`src/design/aes128_block_decrypt_assert.svh`:
```
// ----------------------------------------------------------------------------
// AES-128 block decrypt assertion macros
// Concurrent assertion wrappers; they expand to nothing in synthesis.
// ----------------------------------------------------------------------------
`ifndef AES128_BLOCK_DECRYPT_ASSERT_SVH
`define AES128_BLOCK_DECRYPT_ASSERT_SVH
`ifndef SYNTHESIS
`define AESBD_ASSERT_IMPLY(label, clk, rst_n, ante, cons) \
  label: assert property (@(posedge clk) disable iff (!rst_n) (ante) |-> (cons)) \
    else $error("assertion failed: same-cycle implication");
`define AESBD_ASSERT_NEXT(label, clk, rst_n, ante, cons) \
  label: assert property (@(posedge clk) disable iff (!rst_n) (ante) |=> (cons)) \
    else $error("assertion failed: next-cycle implication");
`else
`define AESBD_ASSERT_IMPLY(label, clk, rst_n, ante, cons)
`define AESBD_ASSERT_NEXT(label, clk, rst_n, ante, cons)
`endif
`endif

```
`src/design/aesbd_pkg.sv`:
```
`timescale 1ns / 1ps
// ----------------------------------------------------------------------------
// AES-128 block decrypt package
// Types, register codes, S-box tables and round functions.
// ----------------------------------------------------------------------------
package aesbd_pkg;

  localparam int NUM_ROUNDS = 10;
  localparam int CFG_IDX_W  = 2;

  typedef logic [127:0] state_t;
  typedef logic [NUM_ROUNDS:0][127:0] rkeys_t;

  typedef enum logic [CFG_IDX_W-1:0] {
    REG_KEY_HIGH = 2'd0,
    REG_KEY_LOW  = 2'd1
  } cfg_reg_t;

  localparam logic [2047:0] SBOX_FWD_TBL = {
    128'h637c777bf26b6fc53001672bfed7ab76, 128'hca82c97dfa5947f0add4a2af9ca472c0,
    128'hb7fd9326363ff7cc34a5e5f171d83115, 128'h04c723c31896059a071280e2eb27b275,
    128'h09832c1a1b6e5aa0523bd6b329e32f84, 128'h53d100ed20fcb15b6acbbe394a4c58cf,
    128'hd0efaafb434d338545f9027f503c9fa8, 128'h51a3408f929d38f5bcb6da2110fff3d2,
    128'hcd0c13ec5f974417c4a77e3d645d1973, 128'h60814fdc222a908846eeb814de5e0bdb,
    128'he0323a0a4906245cc2d3ac629195e479, 128'he7c8376d8dd54ea96c56f4ea657aae08,
    128'hba78252e1ca6b4c6e8dd741f4bbd8b8a, 128'h703eb5664803f60e613557b986c11d9e,
    128'he1f8981169d98e949b1e87e9ce5528df, 128'h8ca1890dbfe6426841992d0fb054bb16
  };

  localparam logic [2047:0] SBOX_INV_TBL = {
    128'h52096ad53036a538bf40a39e81f3d7fb, 128'h7ce339829b2fff87348e4344c4dee9cb,
    128'h547b9432a6c2233dee4c950b42fac34e, 128'h082ea16628d924b2765ba2496d8bd125,
    128'h72f8f66486689816d4a45ccc5d65b692, 128'h6c704850fdedb9da5e154657a78d9d84,
    128'h90d8ab008cbcd30af7e45805b8b34506, 128'hd02c1e8fca3f0f02c1afbd0301138a6b,
    128'h3a9111414f67dcea97f2cfcef0b4e673, 128'h96ac7422e7ad3585e2f937e81c75df6e,
    128'h47f11a711d29c5896fb7620eaa18be1b, 128'hfc563e4bc6d279209adbc0fe78cd5af4,
    128'h1fdda8338807c731b11210592780ec5f, 128'h60517fa919b54a0d2de57a9f93c99cef,
    128'ha0e03b4dae2af5b0c8ebbb3c83539961, 128'h172b047eba77d626e169146355210c7d
  };

  function automatic logic [7:0] sbox_fwd(input logic [7:0] b);
    logic [10:0] idx;
    idx = 11'd2047 - {b, 3'b000};
    return SBOX_FWD_TBL[idx -: 8];
  endfunction

  function automatic logic [7:0] sbox_inv(input logic [7:0] b);
    logic [10:0] idx;
    idx = 11'd2047 - {b, 3'b000};
    return SBOX_INV_TBL[idx -: 8];
  endfunction

  function automatic logic [7:0] xtime(input logic [7:0] a);
    return {a[6:0], 1'b0} ^ (a[7] ? 8'h1b : 8'h00);
  endfunction

  // Byte k of the block sits at the top end of the word for k = 0.
  function automatic logic [7:0] get_byte(input state_t s, input int k);
    return s[127 - 8 * k -: 8];
  endfunction

  function automatic state_t inv_sub_bytes(input state_t s);
    state_t o;
    for (int k = 0; k < 16; k++) begin
      o[127 - 8 * k -: 8] = sbox_inv(get_byte(s, k));
    end
    return o;
  endfunction

  function automatic state_t inv_shift_rows(input state_t s);
    state_t o;
    for (int c = 0; c < 4; c++) begin
      for (int r = 0; r < 4; r++) begin
        o[127 - 8 * (4 * ((c + r) % 4) + r) -: 8] = get_byte(s, 4 * c + r);
      end
    end
    return o;
  endfunction

  function automatic state_t inv_mix_columns(input state_t s);
    state_t o;
    logic [3:0][7:0] a, m9, m11, m13, m14;
    logic [7:0] x2, x4, x8;
    for (int c = 0; c < 4; c++) begin
      for (int i = 0; i < 4; i++) begin
        a[i]   = get_byte(s, 4 * c + i);
        x2     = xtime(a[i]);
        x4     = xtime(x2);
        x8     = xtime(x4);
        m9[i]  = x8 ^ a[i];
        m11[i] = x8 ^ x2 ^ a[i];
        m13[i] = x8 ^ x4 ^ a[i];
        m14[i] = x8 ^ x4 ^ x2;
      end
      o[127 - 8 * (4 * c)     -: 8] = m14[0] ^ m11[1] ^ m13[2] ^ m9[3];
      o[127 - 8 * (4 * c + 1) -: 8] = m9[0] ^ m14[1] ^ m11[2] ^ m13[3];
      o[127 - 8 * (4 * c + 2) -: 8] = m13[0] ^ m9[1] ^ m14[2] ^ m11[3];
      o[127 - 8 * (4 * c + 3) -: 8] = m11[0] ^ m13[1] ^ m9[2] ^ m14[3];
    end
    return o;
  endfunction

  // One step of the forward key schedule.
  function automatic state_t key_step(input state_t p, input logic [7:0] rcon);
    state_t q;
    q[127:120] = get_byte(p, 0) ^ sbox_fwd(get_byte(p, 13)) ^ rcon;
    q[119:112] = get_byte(p, 1) ^ sbox_fwd(get_byte(p, 14));
    q[111:104] = get_byte(p, 2) ^ sbox_fwd(get_byte(p, 15));
    q[103:96]  = get_byte(p, 3) ^ sbox_fwd(get_byte(p, 12));
    for (int k = 4; k < 16; k++) begin
      q[127 - 8 * k -: 8] = get_byte(p, k) ^ q[127 - 8 * (k - 4) -: 8];
    end
    return q;
  endfunction

endpackage

```
`src/design/aesbd_if.sv`:
```


interface aesbd_cfg_if;
  logic                             valid;
  logic                             ready;
  logic [aesbd_pkg::CFG_IDX_W-1:0]  index;
  logic [63:0]                      data;
  modport source (output valid, index, data, input ready);
  modport sink   (input valid, index, data, output ready);
endinterface

```
`src/design/aesbd_keysched.sv`:
```
`timescale 1ns / 1ps
// ----------------------------------------------------------------------------
// AES-128 decrypt key schedule
// Holds the key registers and expands them, one round key per cycle.
// ----------------------------------------------------------------------------
module aesbd_keysched (
  input  logic               clk,
  input  logic               rst_n,
  aesbd_cfg_if.sink          cfg_ch,
  output aesbd_pkg::rkeys_t  rkeys,
  output logic               busy
);

  logic [63:0]        key_high_r, key_high_nxt;
  logic [63:0]        key_low_r, key_low_nxt;
  aesbd_pkg::state_t  cur_r, cur_nxt;
  logic [7:0]         rcon_r, rcon_nxt;
  logic [3:0]         cnt_r, cnt_nxt;
  logic               busy_r, busy_nxt;
  aesbd_pkg::state_t  step;
  aesbd_pkg::state_t  rk_r [1:10];
  logic               wr_key;

  assign cfg_ch.ready = 1'b1;
  assign step = aesbd_pkg::key_step(cur_r, rcon_r);

  always_comb begin
    key_high_nxt = key_high_r;
    key_low_nxt  = key_low_r;
    wr_key       = 1'b0;
    if (cfg_ch.valid) begin
      if (cfg_ch.index == aesbd_pkg::REG_KEY_HIGH) begin
        key_high_nxt = cfg_ch.data;
        wr_key       = 1'b1;
      end else if (cfg_ch.index == aesbd_pkg::REG_KEY_LOW) begin
        key_low_nxt = cfg_ch.data;
        wr_key      = 1'b1;
      end
    end
    if (wr_key) begin
      cur_nxt  = {key_high_nxt, key_low_nxt};
      rcon_nxt = 8'h01;
      cnt_nxt  = 4'd1;
      busy_nxt = 1'b1;
    end else if (busy_r) begin
      cur_nxt  = step;
      rcon_nxt = aesbd_pkg::xtime(rcon_r);
      cnt_nxt  = cnt_r + 4'd1;
      busy_nxt = (cnt_r != 4'(aesbd_pkg::NUM_ROUNDS));
    end else begin
      cur_nxt  = cur_r;
      rcon_nxt = rcon_r;
      cnt_nxt  = cnt_r;
      busy_nxt = 1'b0;
    end
  end

  always_ff @(posedge clk) begin
    if (!rst_n) begin
      key_high_r <= '0;
      key_low_r  <= '0;
      cur_r      <= '0;
      rcon_r     <= 8'h01;
      cnt_r      <= 4'd1;
      busy_r     <= 1'b1;
    end else begin
      key_high_r <= key_high_nxt;
      key_low_r  <= key_low_nxt;
      cur_r      <= cur_nxt;
      rcon_r     <= rcon_nxt;
      cnt_r      <= cnt_nxt;
      busy_r     <= busy_nxt;
    end
  end

  // Middle round keys are stored already passed through InvMixColumns.
  always_ff @(posedge clk) begin
    if (busy_r && !wr_key) begin
      rk_r[cnt_r] <= (cnt_r == 4'(aesbd_pkg::NUM_ROUNDS)) ? step
                                                         : aesbd_pkg::inv_mix_columns(step);
    end
  end

  always_comb begin
    rkeys[0] = {key_high_r, key_low_r};
    for (int i = 1; i <= aesbd_pkg::NUM_ROUNDS; i++) begin
      rkeys[i] = rk_r[i];
    end
  end

  assign busy = busy_r;

endmodule

```
`src/flat_wrapper.sv`:
```
// flat-port wrapper written by rule: the top's interface ports become plain ports
module aesbd_keysched_flat 
  (clk, rst_n, rkeys, busy, cfg_ch_valid, cfg_ch_index, cfg_ch_data, cfg_ch_ready);
  aesbd_cfg_if cfg_ch_i ();
  input  logic clk;
  input  logic rst_n;
  output aesbd_pkg::rkeys_t rkeys;
  output logic busy;
  input wire logic [$bits(cfg_ch_i.valid)-1:0] cfg_ch_valid;
  input wire logic [$bits(cfg_ch_i.index)-1:0] cfg_ch_index;
  input wire logic [$bits(cfg_ch_i.data)-1:0] cfg_ch_data;
  output wire logic [$bits(cfg_ch_i.ready)-1:0] cfg_ch_ready;
  assign cfg_ch_i.valid = cfg_ch_valid;
  assign cfg_ch_i.index = cfg_ch_index;
  assign cfg_ch_i.data = cfg_ch_data;
  assign cfg_ch_ready = cfg_ch_i.ready;
  aesbd_keysched u_core (.clk(clk), .rst_n(rst_n), .cfg_ch(cfg_ch_i), .rkeys(rkeys), .busy(busy));
endmodule
```
`config.mk`:
```
export PLATFORM = sky130hd
export DESIGN_NAME = aesbd_keysched_flat
export DESIGN_NICKNAME = d
export VERILOG_FILES = /design/src/design/aes128_block_decrypt_assert.svh /design/src/design/aesbd_pkg.sv /design/src/design/aesbd_if.sv /design/src/design/aesbd_keysched.sv /design/src/flat_wrapper.sv
export SDC_FILE = /design/constraint.sdc
export NUM_CORES = 2
export LEC_CHECK = 0
export ABC_AREA = 1
export BUFFER_PORTS_ARGS = -buffer_cell sky130_fd_sc_hd__buf_2
export CORE_AREA = 2 2 580 582
export DETAILED_ROUTE_END_ITERATION = 10
export DIE_AREA = 0 0 582 584
export GPL_ROUTABILITY_DRIVEN = 0
export PLACE_DENSITY = 0.39
export SYNTH_ARGS = -nofsm -noshare
export SYNTH_HDL_FRONTEND = slang
export SYNTH_SLANG_ARGS = --single-unit
```
`constraint.sdc`:
```
create_clock -name clk -period 24.7 [get_ports clk]
set_input_delay 1.235 -clock clk [delete_from_list [all_inputs] [get_ports clk]]
set_output_delay 1.235 -clock clk [all_outputs]
set_load 0.02 [all_outputs]
```
---- Yosys cells after proc, flatten, opt, wreduce, memory -nomap -nowiden ----
Memories as Yosys holds them, arrays and structs flattened.
Cells that the tools add are included.
storage, ports and cells
  register bits after elaboration ......... 269
  RAM bits ................................ 1,280
  input bits .............................. 69
  output and inout port bits .............. 1,410
  logic and storage cells ................. 298
  memories ................................ 1
cells by class
  add/sub/neg operators ................... 5
  equal/unequal tests ..................... 3
  shifts and indexed selects .............. 4
  multiplexer cells ....................... 63
  bitwise operators ....................... 211
  reduce and logical (&&, ||, !) cells .... 5
memory list
  memory       depth  bits a word  rd ports  clocked after Yosys merged registers in  wr ports  line                  source
  u_core.rk_r  10     128          10        0                                        1         aesbd_keysched.sv:21  aesbd_pkg::state_t rk_r [1:10];
operators by type and width
  cell                        number
  $shiftx 2055x12->8 const A  4
  $xor 8x8->8                 210
  $mux 128                    3
  $mux 64                     5
  $mux 5                      49
  $sub 11x11->11 const A      4
  $mux 1                      6
  $add 4x1->4 const B         1
  $eq 4x4->1 const B          1
  $ne 4x4->1 const B          1
  $eq 2x1->1 const B          1
  $logic_not 2->1             1
  $reduce_bool 2->1           1
  $reduce_or 2->1             1
  $logic_and 1x1->1           1
  $logic_not 1->1             1
  $not 1->1                   1

---- Longest topological paths before layout ----
  word-level depth ........................ 19
  mapped depth ............................ 36
  depth with buffers taken out ............ 34

---- Worst setup path after synthesis ----
No wires, ideal clock.
  path type ............................... input port to flip-flop
  start point ............................. input port cfg_ch_valid
  end point ............................... memory u_core.rk_r[1][0] (netlist name), enable pin
  library setup time ...................... 0.773 ns
  arrival time ............................ 10.597 ns
  data required time ...................... 23.927 ns
  path slack .............................. 13.330 ns
  stages on the path ...................... 6
  buffers on the path ..................... 1
  cell sequence ........................... inv_1 > nor2_1 > nor2_1 > clkbuf_1 > inv_1 > nor3_1
between the ends
  cells in the longest elaborated chain, start to end .. 5
ends and longest elaborated chain
  item                line                  source
  start: declaration  flat_wrapper.sv:9     input wire logic [$bits(cfg_ch_i.valid)-1:0] cfg_ch_valid;
  $mux 1              aesbd_keysched.sv:31  if (cfg_ch.valid) begin
  $logic_not 1->1     aesbd_keysched.sv:78  if (busy_r && !wr_key) begin
  $logic_and 1x1->1   aesbd_keysched.sv:78
  $mux 1              aesbd_keysched.sv:78
  $mux 1              aesbd_keysched.sv:79  rk_r[cnt_r] <= (cnt_r == 4'(aesbd_pkg::NUM_ROUNDS)) ? step
  end: declaration    aesbd_keysched.sv:21
Every way passes these cells.

---- Worst setup path in the final report ----
  start point ............................. register u_core.cur_r[3]
  end point ............................... memory u_core.rk_r[3][16] (netlist name), data pin
between the ends
  cells in the longest elaborated chain, start to end .. 15
  elaborated cells between the ends (all ways) .. 16
  those cells by class .................... add/sub: 1; shift: 1; mux: 3; bitwise: 11
ends and longest elaborated chain
  item                        line                  source
  start: declaration          aesbd_keysched.sv:16  aesbd_pkg::state_t cur_r, cur_nxt;
  start signal: assignment    aesbd_keysched.sv:69  cur_r <= cur_nxt;
  $sub 11x11->11 *            aesbd_pkg.sv:43       idx = 11'd2047 - {b, 3'b000};
  $shiftx 2055x12->8 *        aesbd_pkg.sv:44       return SBOX_FWD_TBL[idx -: 8];
  $xor 8x8->8 *               aesbd_pkg.sv:108      q[111:104] = get_byte(p, 2) ^ sbox_fwd(get_byte(p, 15));
  $xor 8x8->8 * (3 in a row)  aesbd_pkg.sv:111      q[127 - 8 * k -: 8] = get_byte(p, k) ^ q[127 - 8 * (k - 4) -: 8];
  $xor 8x8->8 (2 in a row)    aesbd_pkg.sv:54       return {a[6:0], 1'b0} ^ (a[7] ? 8'h1b : 8'h00);
  $mux 5                      aesbd_pkg.sv:54
  $xor 8x8->8                 aesbd_pkg.sv:54
  $xor 8x8->8                 aesbd_pkg.sv:91       m11[i] = x8 ^ x2 ^ a[i];
  $xor 8x8->8 *               aesbd_pkg.sv:91
  $xor 8x8->8 * (2 in a row)  aesbd_pkg.sv:96       o[127 - 8 * (4 * c + 1) -: 8] = m9[0] ^ m14[1] ^ m11[2] ^ m13[3];
  $mux 128 *                  aesbd_keysched.sv:79
Mark *: on every way between the ends. The rest lies on a longest branch, timed or not.

==> impl_table.tex <==
\begin{tabular}{lr}
\hline
Metric & Value \\
\hline
\multicolumn{2}{l}{\textbf{Min path}} \\
\quad Hold path start & u\_core.rcon\_r[6] \\
\quad Path type of the worst min-delay path & reg -> reg \\
\quad End point of the most critical hold path & u\_core.rcon\_r[6] \\
\quad Hold path cells & 2 \\
\multicolumn{2}{l}{\textbf{Global routing}} \\
\quad Overflow after GRT & 0 \\
\quad Initial antenna violation count & 49 \\
\quad Wire length of the first global-routing pass & 566000 um \\
\quad Number of global-route vias before repair & 63900 \\
\quad Total global-route track usage & 23.9\% \\
\quad Largest net degree at the start of global routing & 111 \\
\multicolumn{2}{l}{\textbf{Timing}} \\
\quad RSZ-0062 raised after global routing & false \\
\quad Post-layout min period & 7450 ps \\
\quad Count of endpoints failing setup in the final report & 0 \\
\quad Post-route setup TNS & 0 ps \\
\quad Max-slew violation total from the final report & 0 \\
\quad Slew @ Worst Pin & 1310 ps \\
\quad Crit share post-route & 30.2\% \\
\quad Number of endpoints with negative hold slack in the final report & 0 \\
\quad Worst setup skew after layout & 87.1 ps \\
\quad Slack of the critical path & 17250 ps \\
\quad Worst max-slew margin expressed relative to the limit & 9.91\% \\
\quad Achievable frequency & 0.134 GHz \\
\multicolumn{2}{l}{\textbf{Cells and area}} \\
\quad Most frequent cells in the layout & nand2\_1 (2094), buf\_2 (1477), nand3\_1 (1412) \\
\quad Sequential standard cell area & 0.0438 sq mm \\
\quad Layout Nets & 9538 \\
\quad Fill cell instance count of the final layout & 35000 \\
\quad Area used by multi-input combinational logic & 0.0312 sq mm \\
\quad Share of the core filled with cells in the final layout & 29.0\% \\
\quad Proportion of layout cells with a drive suffix above 1 & 24.2\% \\
\quad Area added between synthesis and finish & 23.8\% \\
\quad Commonest non-fill, non-tap cell in the layout & nand2\_1 \\
\quad Post-route cell area & 0.0967 sq mm \\
\multicolumn{2}{l}{\textbf{Yosys}} \\
\quad Number of synthesized register bits & 1549 \\
\quad Synthesis Warnings & 0 \\
\quad Proportion of register bits with asynchronous set or reset after synthesis & 0\% \\
\quad Mapped Nets & 8077 \\
\quad Synthesized instance count & 7945 \\
\quad Cell area after technology mapping & 0.0781 sq mm \\
\quad Number of enable flip-flop cells after synthesis & 1280 \\
\quad Yosys cell types & 53 \\
\quad Post-Synthesis Mean Instance Area & 9.83 sq um \\
\quad Sequential cell area fraction in the yosys report & 56.1\% \\
\quad Prevailing post-synth register cell & edfxtp\_1 \\
\multicolumn{2}{l}{\textbf{Clock network}} \\
\quad Clock tree from TritonCTS & built \\
\quad TritonCTS sink count & 1549 \\
\quad CTS max path bufs & 4 \\
\quad Insertion delay to the later sink of the worst-skew pair & 910 ps \\
\quad CTS hold repair buffers & 0 \\
\quad Cts bufs inserted & 186 \\
\quad Setup repair bufs after CTS & 0 \\
\quad Clock transition time at the flip-flop clock pins of the worst setup and hold paths & 60 ps \\
\quad Number of H-tree branching levels & 4 \\
\quad Resize count post-CTS & 0 \\
\quad Root Driver & clkbuf\_16 \\
\multicolumn{2}{l}{\textbf{Setup path}} \\
\quad Setup crit end kind & flip-flop \\
\quad Data required time of the worst path & 25140 ps \\
\quad Setup slack, reg-to-reg & 17250 ps \\
\quad Critical path fanouts, max & 69 \\
\quad Worst stage delay on the critical path & 1010 ps \\
\quad FF-to-FF path depth & 24 \\
\quad Crit path buf inv count & 3 \\
\quad Worst path most repeated cell & nand2\_1 \\
\quad Worst reg2reg startpoint & u\_core.cur\_r[3] \\
\quad Crit path max-delay family & simple AND/OR/NAND/NOR gates \\
\quad Critical path class & reg -> reg \\
\quad Arrival @ worst endpoint & 7890 ps \\
\quad Startpoint class of the critical path & flip-flop \\
\quad Cell-by-cell trace of the critical path & buf\_4 -> inv\_2 -> buf\_4 -> nor2\_2 -> nand2\_1 -> nand3\_1 -> nand3\_1 -> nand3\_1 -> nand3\_1 -> nand2\_1 -> nand2\_1 -> nand2\_2 -> nand2\_1 -> nand3\_1 -> nand2\_1 -> nand2\_1 -> nand2\_1 -> nand2\_2 -> nand2\_1 -> nand2\_1 -> nand2\_1 -> xor2\_1 -> xor2\_1 -> o21ai\_1 \\
\quad Reg-to-Reg End & u\_core.rk\_r[3][16] \\
\quad Highest-delay cell along the critical path & o21ai\_1 \\
\multicolumn{2}{l}{\textbf{Floorplanning}} \\
\quad I/O Pins & 1479 \\
\quad Die outline height & 584 um \\
\quad Die width & 582 um \\
\quad Effective utilization at floorplan & 23.5\% \\
\quad Core box area & 0.333 sq mm \\
\quad Site row count & 212 \\
\quad Die outline area & 0.340 sq mm \\
\multicolumn{2}{l}{\textbf{Route}} \\
\quad Number of nets with antenna violations after detailed routing & 0 \\
\quad Remaining design rule violation count & 1 \\
\quad Count of TritonRoute iterations in the first routing pass & 11 \\
\quad Detailed router's first-iteration violation count & 8394 \\
\quad Total Wirelength & 427000 um \\
\quad Final routed wire length divided by cell count & 30.6 um \\
\quad Ratio of routed vias to standard cells & 4.95 \\
\quad DR vias & 69100 \\
\multicolumn{2}{l}{\textbf{Outcome}} \\
\quad Violated checks & design-rule violations \\
\quad Outcome & complete, but fails checks \\
\multicolumn{2}{l}{\textbf{Placement}} \\
\quad Placement Setup Slack & 17520 ps \\
\quad Sum of net half-perimeters after detailed placement & 327000 um \\
\quad Count of input and output buffers & 1477 \\
\quad Placement-stage cell area & 0.0904 sq mm \\
\multicolumn{2}{l}{\textbf{Flow run}} \\
\quad Maxcap violations & 0 \\
\hline
\end{tabular}
state kept, by name, indices dropped and copies added (netlist names):
register           cells
u_core.rk_r         1280
u_core.cnt_r           4
u_core.key_high_r     64
u_core.cur_r         128
u_core.key_low_r      64
u_core.busy            1
u_core.rcon_r          8
area by class of cell:
class,count,share of cell area [%]
Clock buffer,238,5.10
Clock inverter,95,1.29
Antenna cell,22,0.0569
Timing Repair Buffer,1597,8.63
Multi-Input combinational cell,5650,32.2
Sequential cell,1549,45.3
Tap cell,4387,5.68
Inverter,422,1.67
cell usage after synthesis, drive strengths merged (8+ instances only):
| cell type | instances | area share [%] |
|---|---|---|
| nor3 | 10 | 0.064 |
| xnor2 | 178 | 2.2 |
| nor2 | 321 | 1.6 |
| xor2 | 506 | 6.0 |
| o211ai | 35 | 0.34 |
| a21oi | 248 | 1.6 |
| nand2 | 2334 | 12 |
| mux2i | 128 | 1.6 |
| or2 | 44 | 0.35 |
| nand4 | 19 | 0.15 |
| a2bb2oi | 128 | 1.4 |
| a21o | 8 | 0.077 |
| nand3b | 39 | 0.38 |
| buf | 210 | 1.7 |
| dfxtp | 269 | 6.9 |
| nand3 | 1424 | 9.2 |
| edfxtp | 1280 | 49 |
| inv | 415 | 2.0 |
| o21ai | 148 | 0.95 |
| ha | 63 | 1.0 |
| clkbuf | 114 | 0.55 |
worst register-to-register path, delay by kind of cell, from the launching register on:
kind                   cells  cell delay (ps)
flip-flops                 1              310
buffers and inverters      3             1280
XOR/XNOR                   2              330
AND/OR/NAND/NOR           18             4090
AO/OA/AOI/OAI              1             1010
worst max path at each step:
stage / startpoint / slack [ps] / cells after the start / endpoint
6_report: u_core.cur_r[3] / 17250 / 24 / u_core.rk_r[3][16]
2_1_floorplan: cfg_ch_valid / 13330 / 6 / u_core.rk_r[1][0]
4_1_cts: u_core.cur_r[3] / 17480 / 23 / u_core.rk_r[1][24]
3_5_place_dp: u_core.cur_r[3] / 17520 / 23 / u_core.rk_r[5][24]
5_1_grt: u_core.cur_r[25] / 16940 / 23 / u_core.rk_r[10][16]
3_3_place_gp: u_core.cur_r[3] / 17410 / 23 / u_core.rk_r[5][24]
cells by family (layout without fill, tap and decap cells):
group                      Yosys count  in the layout  synth area share (%)
AOI/OAI and AO/OA                  578            578                  4.54
xor gates and xnor gates           685            685                  8.23
adders and majority gates           63             63                  1.01
muxes                              128            128                  1.64
other                                1             23               0.00480
and+or+nand+nor                   4195           4195                  24.1
DFF                               1549           1549                  56.1
buffers and inverters              746           2352                  4.30
routing by layer:
metal,vias to the layer above,share of wire (%),GRT usage [%]
li1,30100,-,-
met1,34400,40,29.7
met2,3894,46,39.0
met3,743,8.6,5.60
met4,8,5.6,11.5
met5,-,0.013,0
per-stage QoR:
stage | instances | hold WS (ps)
after floorplan | 7945 | 466
after global placement | 13600 | 486
after detailed placement | 13600 | 493
after CTS | 13900 | 503
after global routing | 14000 | 539
final | 14000 | 499
Power is not shown: default switching activity piles up to over one toggle a cycle in this logic, so the estimate is an artifact.
